<file path="src/pmtt_pkg.sv">
// Package for the periodic timer table.
// Holds command and result codes, default sizes and the limit register reset value.
// No dependencies.
package pmtt_pkg;

    localparam int DEF_MAX_TIMERS = 16;
    localparam int DEF_TICK_BITS  = 16;

    localparam int CMD_W      = 2;
    localparam int INTERVAL_W = 16;
    localparam int KIND_W     = 3;
    localparam int NUM_W      = 5;
    localparam int LIMIT_W    = 5;

    localparam logic [LIMIT_W-1:0] LIMIT_RESET = 5'd16;

    localparam logic [CMD_W-1:0] CMD_ADD   = 2'd0;
    localparam logic [CMD_W-1:0] CMD_TICK  = 2'd1;
    localparam logic [CMD_W-1:0] CMD_CLEAR = 2'd2;

    localparam logic [KIND_W-1:0] KIND_ADDED   = 3'd0;
    localparam logic [KIND_W-1:0] KIND_REFUSED = 3'd1;
    localparam logic [KIND_W-1:0] KIND_EXPIRED = 3'd2;
    localparam logic [KIND_W-1:0] KIND_IDLE    = 3'd3;
    localparam logic [KIND_W-1:0] KIND_CLEARED = 3'd4;

endpackage

</file>
<file path="src/pmtt_ram.sv">
// Timer entry memory: one write port, one read port with registered read data.
// Each word packs a timer's period (upper half) and elapsed count (lower half).
// Uses no package.
module pmtt_ram #(
    parameter int DEPTH = 16,
    parameter int WIDTH = 32,
    parameter int AW    = 4
) (
    input  logic             i_clk,
    input  logic             i_wr_en,
    input  logic [AW-1:0]    i_wr_addr,
    input  logic [WIDTH-1:0] i_wr_data,
    input  logic [AW-1:0]    i_rd_addr,
    output logic [WIDTH-1:0] o_rd_data
);

    logic [WIDTH-1:0] r_mem [DEPTH];
    logic [WIDTH-1:0] r_rd_data;

    always_ff @(posedge i_clk) begin
        if (i_wr_en) begin
            r_mem[i_wr_addr] <= i_wr_data;
        end
    end

    always_ff @(posedge i_clk) begin
        r_rd_data <= r_mem[i_rd_addr];
    end

    assign o_rd_data = r_rd_data;

endmodule

</file>
<file path="src/periodic_multi_timer_table.sv">
// Top level of the periodic timer table: command sequencer, tick scan unit, output register.
// Depends on pmtt_pkg and pmtt_ram.
//
// Usage:
//   Command channel: an item (i_command, i_interval) is taken at a rising edge with start
//   high and busy low. Commands: add a timer, tick, clear all timers; code 3 is ignored.
//   Result channel: each result word sits on o_kind, o_timer_number, o_last for one cycle
//   with o_valid high; o_last marks the final word of a command. The receiver cannot stall.
//   Limit register: i_cfg_we writes i_cfg_data into the timer limit; write only while idle.
// Operation:
//   Add and clear complete from idle; their result word appears the cycle after start,
//   and busy stays low, so a new command may follow at once.
//   A tick on a table of N timers holds busy through a scan and a flush state: one memory
//   read-modify-write per timer, newest first, through a single increment and compare unit,
//   then the flush releases the held expiry word with its last flag, or an idle word if no
//   timer expired. With no timers the tick answers from idle with an idle word. Each expiry
//   word is held until the next expiry or the end of the scan.
// Reset:
//   Synchronous, active low. Empties the table, sets the limit to 16, clears the
//   sequencer and drops o_valid. Timer memory is not cleared; it is written by add.
module periodic_multi_timer_table #(
    parameter int MAX_TIMERS = pmtt_pkg::DEF_MAX_TIMERS,
    parameter int TICK_BITS  = pmtt_pkg::DEF_TICK_BITS
) (
    input  logic                            i_clk,
    input  logic                            i_rst_n,
    input  logic                            start,
    output logic                            busy,
    input  logic [pmtt_pkg::CMD_W-1:0]      i_command,
    input  logic [pmtt_pkg::INTERVAL_W-1:0] i_interval,
    input  logic                            i_cfg_we,
    input  logic [pmtt_pkg::LIMIT_W-1:0]    i_cfg_data,
    output logic                            o_valid,
    output logic [pmtt_pkg::KIND_W-1:0]     o_kind,
    output logic [pmtt_pkg::NUM_W-1:0]      o_timer_number,
    output logic                            o_last
);

    localparam int IW = (MAX_TIMERS > 1) ? $clog2(MAX_TIMERS) : 1;
    localparam int CW = $clog2(MAX_TIMERS + 1);
    localparam int DW = 2 * TICK_BITS;

    localparam logic [1:0] S_IDLE  = 2'd0;
    localparam logic [1:0] S_SCAN  = 2'd1;
    localparam logic [1:0] S_FLUSH = 2'd2;

    logic [1:0]                         r_state, n_state;
    logic [IW-1:0]                      r_idx, n_idx;
    logic [CW-1:0]                      r_count, n_count;
    logic                               r_pend_vld, n_pend_vld;
    logic [CW-1:0]                      r_pend_num, n_pend_num;
    logic [pmtt_pkg::LIMIT_W-1:0]       r_limit;
    logic                               r_valid, n_valid;
    logic [pmtt_pkg::KIND_W-1:0]        r_kind, n_kind;
    logic [pmtt_pkg::NUM_W-1:0]         r_num, n_num;
    logic                               r_last, n_last;

    logic                wr_en;
    logic [IW-1:0]       wr_addr;
    logic [DW-1:0]       wr_data;
    logic [IW-1:0]       rd_addr;
    logic [DW-1:0]       rd_data;

    logic [31:0]         ival_ext;
    logic [TICK_BITS-1:0] ival;
    logic [31:0]         limit_eff;
    logic                table_full;
    logic [TICK_BITS-1:0] period;
    logic [TICK_BITS-1:0] elapsed_inc;
    logic                hit;

    pmtt_ram #(
        .DEPTH (MAX_TIMERS),
        .WIDTH (DW),
        .AW    (IW)
    ) u_ram (
        .i_clk     (i_clk),
        .i_wr_en   (wr_en),
        .i_wr_addr (wr_addr),
        .i_wr_data (wr_data),
        .i_rd_addr (rd_addr),
        .o_rd_data (rd_data)
    );

    assign ival_ext    = {16'd0, i_interval};
    assign ival        = ival_ext[TICK_BITS-1:0];
    assign limit_eff   = (32'(r_limit) > 32'(MAX_TIMERS)) ? 32'(MAX_TIMERS) : 32'(r_limit);
    assign table_full  = 32'(r_count) >= limit_eff;
    assign period      = rd_data[DW-1:TICK_BITS];
    assign elapsed_inc = rd_data[TICK_BITS-1:0] + TICK_BITS'(1);
    assign hit         = elapsed_inc >= period;

    always_comb begin
        n_state    = r_state;
        n_idx      = r_idx;
        n_count    = r_count;
        n_pend_vld = r_pend_vld;
        n_pend_num = r_pend_num;
        n_valid    = 1'b0;
        n_kind     = r_kind;
        n_num      = r_num;
        n_last     = r_last;
        wr_en      = 1'b0;
        wr_addr    = r_idx;
        wr_data    = {period, elapsed_inc};
        rd_addr    = IW'(r_idx - IW'(1));

        unique case (r_state)
            S_IDLE: begin
                rd_addr = IW'(r_count - CW'(1));
                if (start) begin
                    case (i_command)
                        pmtt_pkg::CMD_ADD: begin
                            n_valid = 1'b1;
                            n_last  = 1'b1;
                            if (ival == '0 || table_full) begin
                                n_kind = pmtt_pkg::KIND_REFUSED;
                                n_num  = '0;
                            end else begin
                                wr_en   = 1'b1;
                                wr_addr = IW'(r_count);
                                wr_data = {ival, {TICK_BITS{1'b0}}};
                                n_count = r_count + CW'(1);
                                n_kind  = pmtt_pkg::KIND_ADDED;
                                n_num   = pmtt_pkg::NUM_W'(r_count + CW'(1));
                            end
                        end
                        pmtt_pkg::CMD_TICK: begin
                            if (r_count == '0) begin
                                n_valid = 1'b1;
                                n_last  = 1'b1;
                                n_kind  = pmtt_pkg::KIND_IDLE;
                                n_num   = '0;
                            end else begin
                                n_state    = S_SCAN;
                                n_idx      = IW'(r_count - CW'(1));
                                n_pend_vld = 1'b0;
                            end
                        end
                        pmtt_pkg::CMD_CLEAR: begin
                            n_count = '0;
                            n_valid = 1'b1;
                            n_last  = 1'b1;
                            n_kind  = pmtt_pkg::KIND_CLEARED;
                            n_num   = '0;
                        end
                        default: begin
                        end
                    endcase
                end
            end
            S_SCAN: begin
                wr_en   = 1'b1;
                wr_data = {period, hit ? {TICK_BITS{1'b0}} : elapsed_inc};
                if (hit) begin
                    if (r_pend_vld) begin
                        n_valid = 1'b1;
                        n_last  = 1'b0;
                        n_kind  = pmtt_pkg::KIND_EXPIRED;
                        n_num   = pmtt_pkg::NUM_W'(r_pend_num);
                    end
                    n_pend_vld = 1'b1;
                    n_pend_num = CW'(r_idx) + CW'(1);
                end
                if (r_idx == '0) begin
                    n_state = S_FLUSH;
                end else begin
                    n_idx = r_idx - IW'(1);
                end
            end
            S_FLUSH: begin
                n_valid = 1'b1;
                n_last  = 1'b1;
                if (r_pend_vld) begin
                    n_kind = pmtt_pkg::KIND_EXPIRED;
                    n_num  = pmtt_pkg::NUM_W'(r_pend_num);
                end else begin
                    n_kind = pmtt_pkg::KIND_IDLE;
                    n_num  = '0;
                end
                n_pend_vld = 1'b0;
                n_state    = S_IDLE;
            end
            default: begin
                n_state = S_IDLE;
            end
        endcase
    end

    always_ff @(posedge i_clk) begin
        if (!i_rst_n) begin
            r_state    <= S_IDLE;
            r_count    <= '0;
            r_pend_vld <= 1'b0;
            r_valid    <= 1'b0;
            r_limit    <= pmtt_pkg::LIMIT_RESET;
        end else begin
            r_state    <= n_state;
            r_count    <= n_count;
            r_pend_vld <= n_pend_vld;
            r_valid    <= n_valid;
            if (i_cfg_we) begin
                r_limit <= i_cfg_data;
            end
        end
    end

    always_ff @(posedge i_clk) begin
        r_idx      <= n_idx;
        r_pend_num <= n_pend_num;
        r_kind     <= n_kind;
        r_num      <= n_num;
        r_last     <= n_last;
    end

    assign busy           = (r_state != S_IDLE);
    assign o_valid        = r_valid;
    assign o_kind         = r_kind;
    assign o_timer_number = r_num;
    assign o_last         = r_last;

endmodule

</file>
<file path="config.mk">
export PLATFORM = sky130hd
export DESIGN_NAME = periodic_multi_timer_table
export DESIGN_NICKNAME = d
export VERILOG_FILES = /design/src/pmtt_pkg.sv /design/src/pmtt_ram.sv /design/src/periodic_multi_timer_table.sv
export SDC_FILE = /design/constraint.sdc
export NUM_CORES = 1
export LEC_CHECK = 0
export ABC_AREA = 1
export BUFFER_PORTS_ARGS = -buffer_cell sky130_fd_sc_hd__buf_4
export CAP_MARGIN = 30
export CORE_ASPECT_RATIO = 2
export CORE_MARGIN = 5
export CORE_UTILIZATION = 35
export DETAILED_ROUTE_END_ITERATION = 10
export MAX_ROUTING_LAYER = met4
export PLACE_DENSITY_LB_ADDON = 0.05
export SLEW_MARGIN = 20
export SYNTH_ARGS = -nofsm -noshare
export SYNTH_HDL_FRONTEND = slang
export SYNTH_SLANG_ARGS = --single-unit
export TNS_END_PERCENT = 100
</file>
<file path="constraint.sdc">
create_clock -name i_clk -period 4.07 [get_ports i_clk]
set_input_delay 0.407 -clock i_clk [delete_from_list [all_inputs] [get_ports i_clk]]
set_output_delay 0.407 -clock i_clk [all_outputs]
set_load 0.005 [all_outputs]
</file>
==> results.toml, run 1 <==
[pwr]
max-vdd-ir-drop_mv = 0.472
power_mw = 22.1
pwr_density_cell_nw_per_um2 = 785
leakage_nw = 10.4

[final_layout]
fin_cells = 3131
stdcell_area_sq_um = 28100
insertedDiodeCount = 0
drive_gt1_share_pct = 10.1
area_growth_pct = 14.3
nNetsFinal = 2247

[setup_path]
slowest_delay_ns = 0.69
worstRegToRegCells = 17
cp_slowest_cell = "nor2_1"
rrSetupSlack_ns = 0.23
setup.worst_path.end_class = "register"
cp.arrival_ns = 4.11
critPathKind = "register to register"
cp-start-kind = "register"
crit_chain = "ha_1 -> nand2_1 -> nor2_1 -> nand2_1 -> nor2_1 -> nand3_1 -> xor2_1 -> inv_1 -> ha_1 -> nand2_1 -> o21ai_0 -> nor2_1 -> a21oi_1 -> nand2_1 -> nand2_2 -> buf_12 -> nor2_1"
cp_data_required_time_ns = 4.33
cp_max_fo = 16
r2r-end = "u_ram.r_mem[4][10]"
r2r-start = "u_ram.o_rd_data[0]"

[clocking]
cts_buffers = 53
cts.sinks = 576
clockBufferDepth = 3
insertion_delay_ns = 0.59
cts_setup_buffers = 0
cts_tree = "built"
clkTransAtPathRegs_ns = 0.07
h-tree-depth = 2
root_buffer = "clkbuf_16"

[synthesis]
yosysSeqAreaShare_pct = 68.5
synthCells = 2131
syn_nets = 2195
synth_top_family_by_area = "compound AO/OA/AOI/OAI gates"
async_flop_share_pct = 0
synth-compound-area-share_pct = 10.9
yosysWarnings = 0
netlist_area_sq_um = 24600
synthFlopType = "edfxtp_1"
synth-simple-area-share_pct = 10.3
synth_top_area_share_pct = 64.8
synthTopCellsByArea = "edfxtp_1 65%, inv_1 5.1%, nand3_1 4.5%"
synthTopCellsByCount = "530 x edfxtp_1, 331 x inv_1, 268 x nand2_1"
yosys_register_bits = 576
yosysUniqueCellTypes = 36
synth_largest_area_cell = "edfxtp_1"
synth-edff-count = 530
synth_most_common_cell = "edfxtp_1"
synth_xor_area_share_pct = 0.677
synthAdderAreaFrac_pct = 1.88
synth_mux_area_share_pct = 0.0407
syn_avg_cell_area_sq_um = 11.5

[sta]
slew_headroom_pct = 39.5
slew_viol_final = 0
setup-violations-final = 0
hold_viol_final = 0
rsz0062_at_grt = "true"
clock.fmax_mhz = 260
fin_crit_sh_pct = 94.4
tns_ns = 0
hold-worst-slack_ns = 0.0465
worst_pin_slew_ns = 0.904
period_minus_slack_ns = 3.84
finClkSkew_ns = 0.0148

[routing]
drt_wl_total_um = 70100
drt_first_iter_violations = 992
via_per_inst = 5.02
wl_per_cell_um = 22.4
drt_first_pass_iters = 5
route.detailed.drc = 0
num_vias = 15700
ant_nets = 0

[placed_design]
dp_hpwl_um = 40000
dp_cells = 3020
placed_cell_area_sq_um = 26300
io_buffer_count = 37
place.gp.congestion = 0.880

[global_routing]
grt_max_degree = 142
grt_overflow = 0
grt_pass1_wl_um = 102000
grt_pass1_vias = 15500
antenna_found_initial = 1
grt_usage_pct = 18.7

[run]
cap_violations = 0

[floorplanning]
initial_utilization_pct = 35.2
io_pins = 38
die_y_um = 385
fp.coreArea_sq_um = 69800
dieArea_sq_um = 75900
num_rows = 137
die_w_um = 197

[worst_hold_path]
worst_hold_path.endpoint = "r_limit[3]"
min_from = "i_cfg_data[3]"
min_path_cells = 3
worstHoldPathType = "input pin to register"

[run_status]
status = "finished clean"
## routing by layer
layer  track usage (%)  vias to the layer above  part of all wire [%]
li1                  -                     7564                     -
met1              21.3                     7746                    39
met2              33.5                      295                    53
met3              2.14                      115                   3.5
met4              7.11                        0                   4.0
met5                 -                        -                     0
## power breakdown
group          total [mW]  internal, mW  leakage [nW]  switching [mW]
Clock                5.02          2.84         0.849            2.18
Combinational        8.74          2.53          4.37            6.21
Sequential           8.29          8.04          5.18           0.252
Total                22.1          13.4          10.4            8.64
## worst max path at each step
stage	from	endpoint	slack (ns)	depth (start not counted)
finish	u_ram.o_rd_data[0]	u_ram.r_mem[4][10]	0.23	17
global route	u_ram.o_rd_data[0]	u_ram.r_mem[11][10]	-0.17	17
CTS	u_ram.o_rd_data[0]	u_ram.r_mem[12][15]	0.03	17
detailed placement	u_ram.o_rd_data[0]	u_ram.r_mem[12][14]	0.06	17
global placement	u_ram.o_rd_data[0]	u_ram.r_mem[3][12]	-0.03	17
floorplan	r_count[0]	u_ram.r_mem[0][0]	0.52	14
## repair_timing
| action | in CTS | in global routing |
|---|---|---|
| resized for setup | 0 | 2 |
| hold endpoints to repair | 1 | 0 |
| setup endpoints to repair | 0 | 96 |
| hold buffers | 1 | 0 |
## layout make-up
cell class,instances,area [sq um]
fillers,6631,41700
clock buffers,76,1520
well taps,903,1130
repair buffers,111,1110
multi-input cells,1103,6000
clock inverters,24,219
inverters,338,1270
flip-flops and latches,576,16800
## state kept, by name, indices dropped and copies added, names as in the netlist
register,flops
u_ram.r_mem,512
r_pend_vld,1
o_valid,1
u_ram.o_rd_data,32
r_state,2
r_idx,4
r_count,5
o_last,1
o_kind,3
o_timer_number,5
r_limit,5
r_pend_num,5
## cell families after synthesis
family | after synthesis
simple gates | 585
compound gates | 461
mux | 1
buf+inv | 452
fa+ha+maj | 37
xor+xnor | 19
flops | 576
## stage by stage
step | worst slack [ns] | util [%]
after floorplan | 0.522 | -
after global placement | -0.0313 | 37.6
after detailed placement | 0.0624 | 37.6
after CTS | 0.0316 | 40.1
after global routing | -0.168 | 40.3
final | 0.229 | 40.3
## critical path: cells and delay by family, from the launching register on
kind	cells	cell delay [ns]
compound gates	2	0.19
fa+ha+maj	2	0.53
xor+xnor	1	0.33
buf+inv	2	0.24
flops	1	0.47
simple gates	10	1.75
## cell usage in the layout, fill, tap and decap left out, types with 4 or more instances in the layout
cell type	instances
o211ai_1	129
nor2_1	50
nor2_4	16
buf_4	88
nand2_1	268
buf_12	22
clkbuf_1	15
dfxtp_1	46
nor3_1	8
xor2_1	16
inv_2	5
inv_1	331
bufinv_16	4
nand3_1	221
nand4_1	11
ha_1	37
clkbuf_16	55
o21ai_1	27
edfxtp_1	530
clkinv_2	8
clkinv_1	10
nor2_2	4
o21ai_0	137
clkbuf_8	6
a21oi_1	154
o21ai_4	4
Power figures use the tool's default switching activity.
==> run 2: changes to the inputs <==
--- a/config.mk
+++ b/config.mk
@@ -8,7 +8,7 @@
 export ABC_AREA = 1
 export BUFFER_PORTS_ARGS = -buffer_cell sky130_fd_sc_hd__buf_4
 export CAP_MARGIN = 30
-export CORE_ASPECT_RATIO = 2
+export CORE_ASPECT_RATIO = 1.5
 export CORE_MARGIN = 5
 export CORE_UTILIZATION = 35
 export DETAILED_ROUTE_END_ITERATION = 10
==> constraint.sdc (replaced) <==
create_clock -name i_clk -period 3.4 [get_ports i_clk]
set_input_delay 0.34 -clock i_clk [delete_from_list [all_inputs] [get_ports i_clk]]
set_output_delay 0.34 -clock i_clk [all_outputs]
set_load 0.005 [all_outputs]
==> results.toml, run 2 (same netlist as run 1, synthesis figures left out) <==
[routing]
drt_wl_total_um = 69400
route.detailed.drc = 0
wl_per_cell_um = 21.9
via_per_inst = 4.96
ant_nets = 0
drt_first_iter_violations = 1072
num_vias = 15700
drt_first_pass_iters = 5

[clocking]
cts_setup_buffers = 0
root_buffer = "clkbuf_16"
h-tree-depth = 2
clkTransAtPathRegs_ns = 0.07
clockBufferDepth = 3
cts_buffers = 57
cts.sinks = 576
insertion_delay_ns = 0.63
cts_tree = "built"

[final_layout]
final_common_cell = "edfxtp_1"
nNetsFinal = 2280
drive_gt1_share_pct = 12.1
layout_common_cells = "530 x edfxtp_1, 331 x inv_1, 268 x nand2_1"
insertedDiodeCount = 0
area_growth_pct = 16.8
finalCoreUtilization_pct = 41.0
largest_reg_flops = 512
fin_cells = 3172
num-fill-cells = 6594
regMostFlops = "u_ram.r_mem"
stdcell_area_sq_um = 28700

[setup_path]
cp_num_buf_inv = 3
critPathKind = "register to register"
cp_slowest_cell = "nor2_2"
rrSetupSlack_ns = 0.15
crit_family = "simple AND/OR/NAND/NOR gates"
setup.worst_path.end_class = "register"
cp_data_required_time_ns = 3.73
crit_chain = "ha_1 -> nand2_1 -> nor2_1 -> buf_4 -> nand3_1 -> xor2_1 -> inv_1 -> ha_1 -> nand4_1 -> a21oi_1 -> nor2_1 -> a21oi_1 -> nand2_1 -> nand2_2 -> buf_4 -> nor2_2"
cp.arrival_ns = 3.58
slowest_delay_ns = 0.44
cp_max_fo = 16
cp-start-kind = "register"

[global_routing]
grt_usage_pct = 18.6
grt_max_degree = 109
grt_pass1_wl_um = 101000
antenna_found_initial = 1
grt_overflow = 0
grt_pass1_vias = 15200

[sta]
setup_ws_ns = 0.152
hold_viol_final = 0
slew_headroom_pct = 50.3
finClkSkew_ns = 0.0222
setup-violations-final = 0
clock.fmax_mhz = 308
fin_crit_sh_pct = 95.5
slew_viol_final = 0
period_minus_slack_ns = 3.25
rsz0062_at_grt = "true"
worst_pin_slew_ns = 0.746

[pwr]
leakage_nw = 10.7
max-vdd-ir-drop_mv = 0.556
pwr_density_cell_nw_per_um2 = 933

[placed_design]
io_buffer_count = 37
dp_cells = 3054
placed_cell_area_sq_um = 26600
place.gp.congestion = 0.872
dp_hpwl_um = 38800
place_ws_ns = -0.212

[run]
cap_violations = 0

[floorplanning]
die_y_um = 334
dieArea_sq_um = 75700
io_pins = 38
num_rows = 119
fp.coreArea_sq_um = 70000
initial_utilization_pct = 35.1
die_w_um = 226

[run_status]
status = "finished clean"

[worst_hold_path]
worstHoldPathType = "input pin to register"
[run 2: cell types whose count changed in the layout (fill, tap and decap cells not counted), moves of 4 or more]
cell           before  now
clkbuf_16          55   59
nor2_1             50   36
dlygate4sd3_1       1   10
clkinv_2            8   14
clkbuf_1           15   10
buf_4              88   97
nor2_4             16   27
buf_12             22   33
[run 2: where the power goes]
group	switching [mW]	internal (mW)	leakage (nW)
Clock	2.74	3.62	0.925
Sequential	0.259	9.62	5.18
Combinational	7.31	3.23	4.56
[run 2: metal layers]
metal  track usage (%)  routed length (um)  vias to the layer above
li1                  -                   -                     7630
met2              31.5               34900                      268
met4              5.62                2050                        0
met5                 -                   0                        -
met1              23.5               30000                     7739
met3              2.51                2340                      102
[run 2: what timing repair did]
| item | 4_1_cts | 5_1_grt |
|---|---|---|
| endpoints found under the setup margin | 256 | 256 |
| hold buffers | 10 | 0 |
| resized for setup | 14 | 13 |
| hold endpoints to repair | 5 | 0 |
[run 2: layout make-up]
cell class / instances / area (sq um) / area share [%]
clock buffers: 75 / 1600 / 5.56
clock inverters: 33 / 287 / 0.998
inverters: 338 / 1270 / 4.43
multi-input cells: 1103 / 6090 / 21.2
flip-flops and latches: 576 / 16800 / 58.7
well taps: 907 / 1130 / 3.95
repair buffers: 140 / 1490 / 5.19
[run 2: path summary, 6_finish.rpt]
kind,start,to,depth (start not counted)
max,u_ram.o_rd_data[1],u_ram.r_mem[3][11],16
min,i_rst_n,r_state[1],3
max reg2reg,u_ram.o_rd_data[1],u_ram.r_mem[3][11],16
min reg2reg,r_limit[0],r_limit[0],2
[run 2: stage by stage]
step                      power, mW  TNS, ns  hold slack (ns)
after detailed placement       20.7   -18.51            0.460
after global routing           28.5   -11.40           0.0369
after floorplan                16.7   -56.37            0.435
after CTS                      27.2    -2.69         0.000830
after global placement         20.6    -2.60            0.460
final                          26.8        0           0.0504
[run 2: worst register-to-register path, stage by stage, from the launching register on]
cell and delay (ns):
dfxtp_1 0.34, ha_1 0.17, nand2_1 0.07, nor2_1 0.17
buf_4 0.14, nand3_1 0.08, xor2_1 0.36, inv_1 0.09
ha_1 0.29, nand4_1 0.11, a21oi_1 0.05, nor2_1 0.14
a21oi_1 0.11, nand2_1 0.09, nand2_2 0.10, buf_4 0.20
nor2_2 0.45
==> run 3: changes to the inputs <==
--- a/config.mk
+++ b/config.mk
@@ -8,11 +8,12 @@
 export ABC_AREA = 1
 export BUFFER_PORTS_ARGS = -buffer_cell sky130_fd_sc_hd__buf_4
 export CAP_MARGIN = 30
+export CELL_PAD_IN_SITES_DETAIL_PLACEMENT = 1
+export CELL_PAD_IN_SITES_GLOBAL_PLACEMENT = 1
 export CORE_ASPECT_RATIO = 1.5
 export CORE_MARGIN = 5
 export CORE_UTILIZATION = 35
 export DETAILED_ROUTE_END_ITERATION = 10
-export MAX_ROUTING_LAYER = met4
 export PLACE_DENSITY_LB_ADDON = 0.05
 export SLEW_MARGIN = 20
 export SYNTH_ARGS = -nofsm -noshare
==> results.toml, run 3 (same netlist as run 1, synthesis figures left out) <==
[floorplanning]
dieArea_sq_um = 75700
initial_utilization_pct = 35.1
fp.coreArea_sq_um = 70000
die_y_um = 334
num_rows = 119
io_pins = 38
die_w_um = 226

[sta]
rsz0062_at_grt = "false"
setup-violations-final = 0
period_minus_slack_ns = 3.14
hold-worst-slack_ns = 0.0736
worst_pin_slew_ns = 0.756
setup_ws_ns = 0.262
finClkSkew_ns = 0.0264
slew_viol_final = 0
hold_viol_final = 0
fin_crit_sh_pct = 92.3
clock.fmax_mhz = 319
slew_headroom_pct = 49.6

[routing]
via_per_inst = 5.04
num_vias = 16200
drt_first_pass_iters = 5
drt_wl_total_um = 72500
route.detailed.drc = 0
wl_per_cell_um = 22.5
ant_nets = 0
drt_first_iter_violations = 900

[clocking]
clkTransAtPathRegs_ns = 0.06
insertion_delay_ns = 0.63
cts_buffers = 58
root_buffer = "clkbuf_16"
cts.sinks = 576
clockBufferDepth = 3
cts_tree = "built"
h-tree-depth = 2

[worst_hold_path]
min_path_cells = 3
worstHoldPathType = "input pin to register"

[placed_design]
io_buffer_count = 37
dp_hpwl_um = 43600
place.gp.congestion = 0.751
place_ws_ns = -0.379

[global_routing]
antenna_found_initial = 1
grt_pass1_wl_um = 108000
grt_pass1_vias = 16900
grt_max_degree = 105
grt_usage_pct = 18.9
grt_overflow = 0

[run_status]
status = "finished clean"

[final_layout]
final_common_cell = "edfxtp_1"
largest_reg_flops = 512
area_growth_pct = 19.0
drive_gt1_share_pct = 14.4
num-fill-cells = 7409
regMostFlops = "u_ram.r_mem"
nNetsFinal = 2329
layout_common_cells = "530 x edfxtp_1, 329 x inv_1, 268 x nand2_1"

[pwr]
max-vdd-ir-drop_mv = 0.452
leakage_nw = 10.9
pwr_density_cell_nw_per_um2 = 943

[setup_path]
setup.worst_path.end_class = "register"
worstRegToRegCells = 17
cp-start-kind = "register"
cp_data_required_time_ns = 3.76
cp.arrival_ns = 3.50
cp_max_fo = 16
critPathKind = "register to register"

[run]
cap_violations = 0
[run 3: cell types whose count changed in the layout (fill, tap and decap cells not counted), sizes merged]
cell,change
dlygate4sd3,+1
clkinvlp,+1
buf,+47
diode,+1
inv,-1
clkinv,-5
clkbuf,+6
[run 3: through the flow]
step	setup TNS, ns	total power, mW	cell area [sq um]	utilization, %	instances
2_1_floorplan	-56.37	16.7	24600	-	2131
3_3_place_gp	-20.34	20.8	26900	38.4	3091
3_5_place_dp	-68.28	21.1	26900	38.4	3091
4_1_cts	-0.807	27.8	29000	41.4	3211
5_1_grt	0	29.3	29200	41.8	3221
6_report	0	27.6	29200	41.8	3222
[run 3: final cells by class]
class	count	area, sq um	area share (%)
tap	907	1130	3.88
clock inverter	28	275	0.941
antenna	1	2.50	0.00856
multi-input combinational	1103	6160	21.1
sequential	576	16800	57.6
clock buffer	81	1670	5.71
timing repair buffer	188	1890	6.46
inverter	338	1270	4.36
[run 3: worst max-delay path, cell delays in order, from the launching register on]
cell and delay, ns:
dfxtp_1 0.33, inv_1 0.09, nor3_2 0.24, buf_4 0.14, nand3_1 0.10, xor2_2 0.26
inv_1 0.07, ha_1 0.30, nand2_1 0.07, buf_4 0.13, nor3_1 0.17, nand2_1 0.11
a21oi_2 0.16, nand2_1 0.11, nand2_4 0.16, buf_12 0.19, nor2_4 0.06, buf_12 0.15
[run 3: path summary, 6_finish.rpt]
path / end / slack, ns / from
hold / removal: r_limit[0] / 0.07 / i_cfg_we
setup reg to reg: u_ram.r_mem[14][5] / 0.26 / u_ram.o_rd_data[3]
setup / recovery: u_ram.r_mem[14][5] / 0.26 / u_ram.o_rd_data[3]
hold reg to reg: r_limit[0] / 0.47 / r_limit[0]
[run 3: routing by layer]
layer  GRT usage [%]  up-vias  wire [um]
met4            4.48        0       1580
li1                -     7728          -
met3            2.17       97       1650
met1            23.9     8224      31300
met5               0        -          0
met2            34.7      176      37900
[run 3: repair_timing]
item	in CTS	in global routing
resized for setup	20	25
hold buffers	11	0
pin swaps	0	6
hold endpoints to repair	8	0
setup endpoints to repair	256	309
buffers inserted	0	10
[run 3: report_power, final]
| group | internal, mW | total, mW | switching (mW) | leakage [nW] |
|---|---|---|---|---|
| logic | 3.57 | 11.2 | 7.63 | 4.82 |
| registers | 9.62 | 9.87 | 0.249 | 5.18 |
| clock network | 3.74 | 6.51 | 2.77 | 0.953 |
| total | 16.9 | 27.6 | 10.7 | 10.9 |
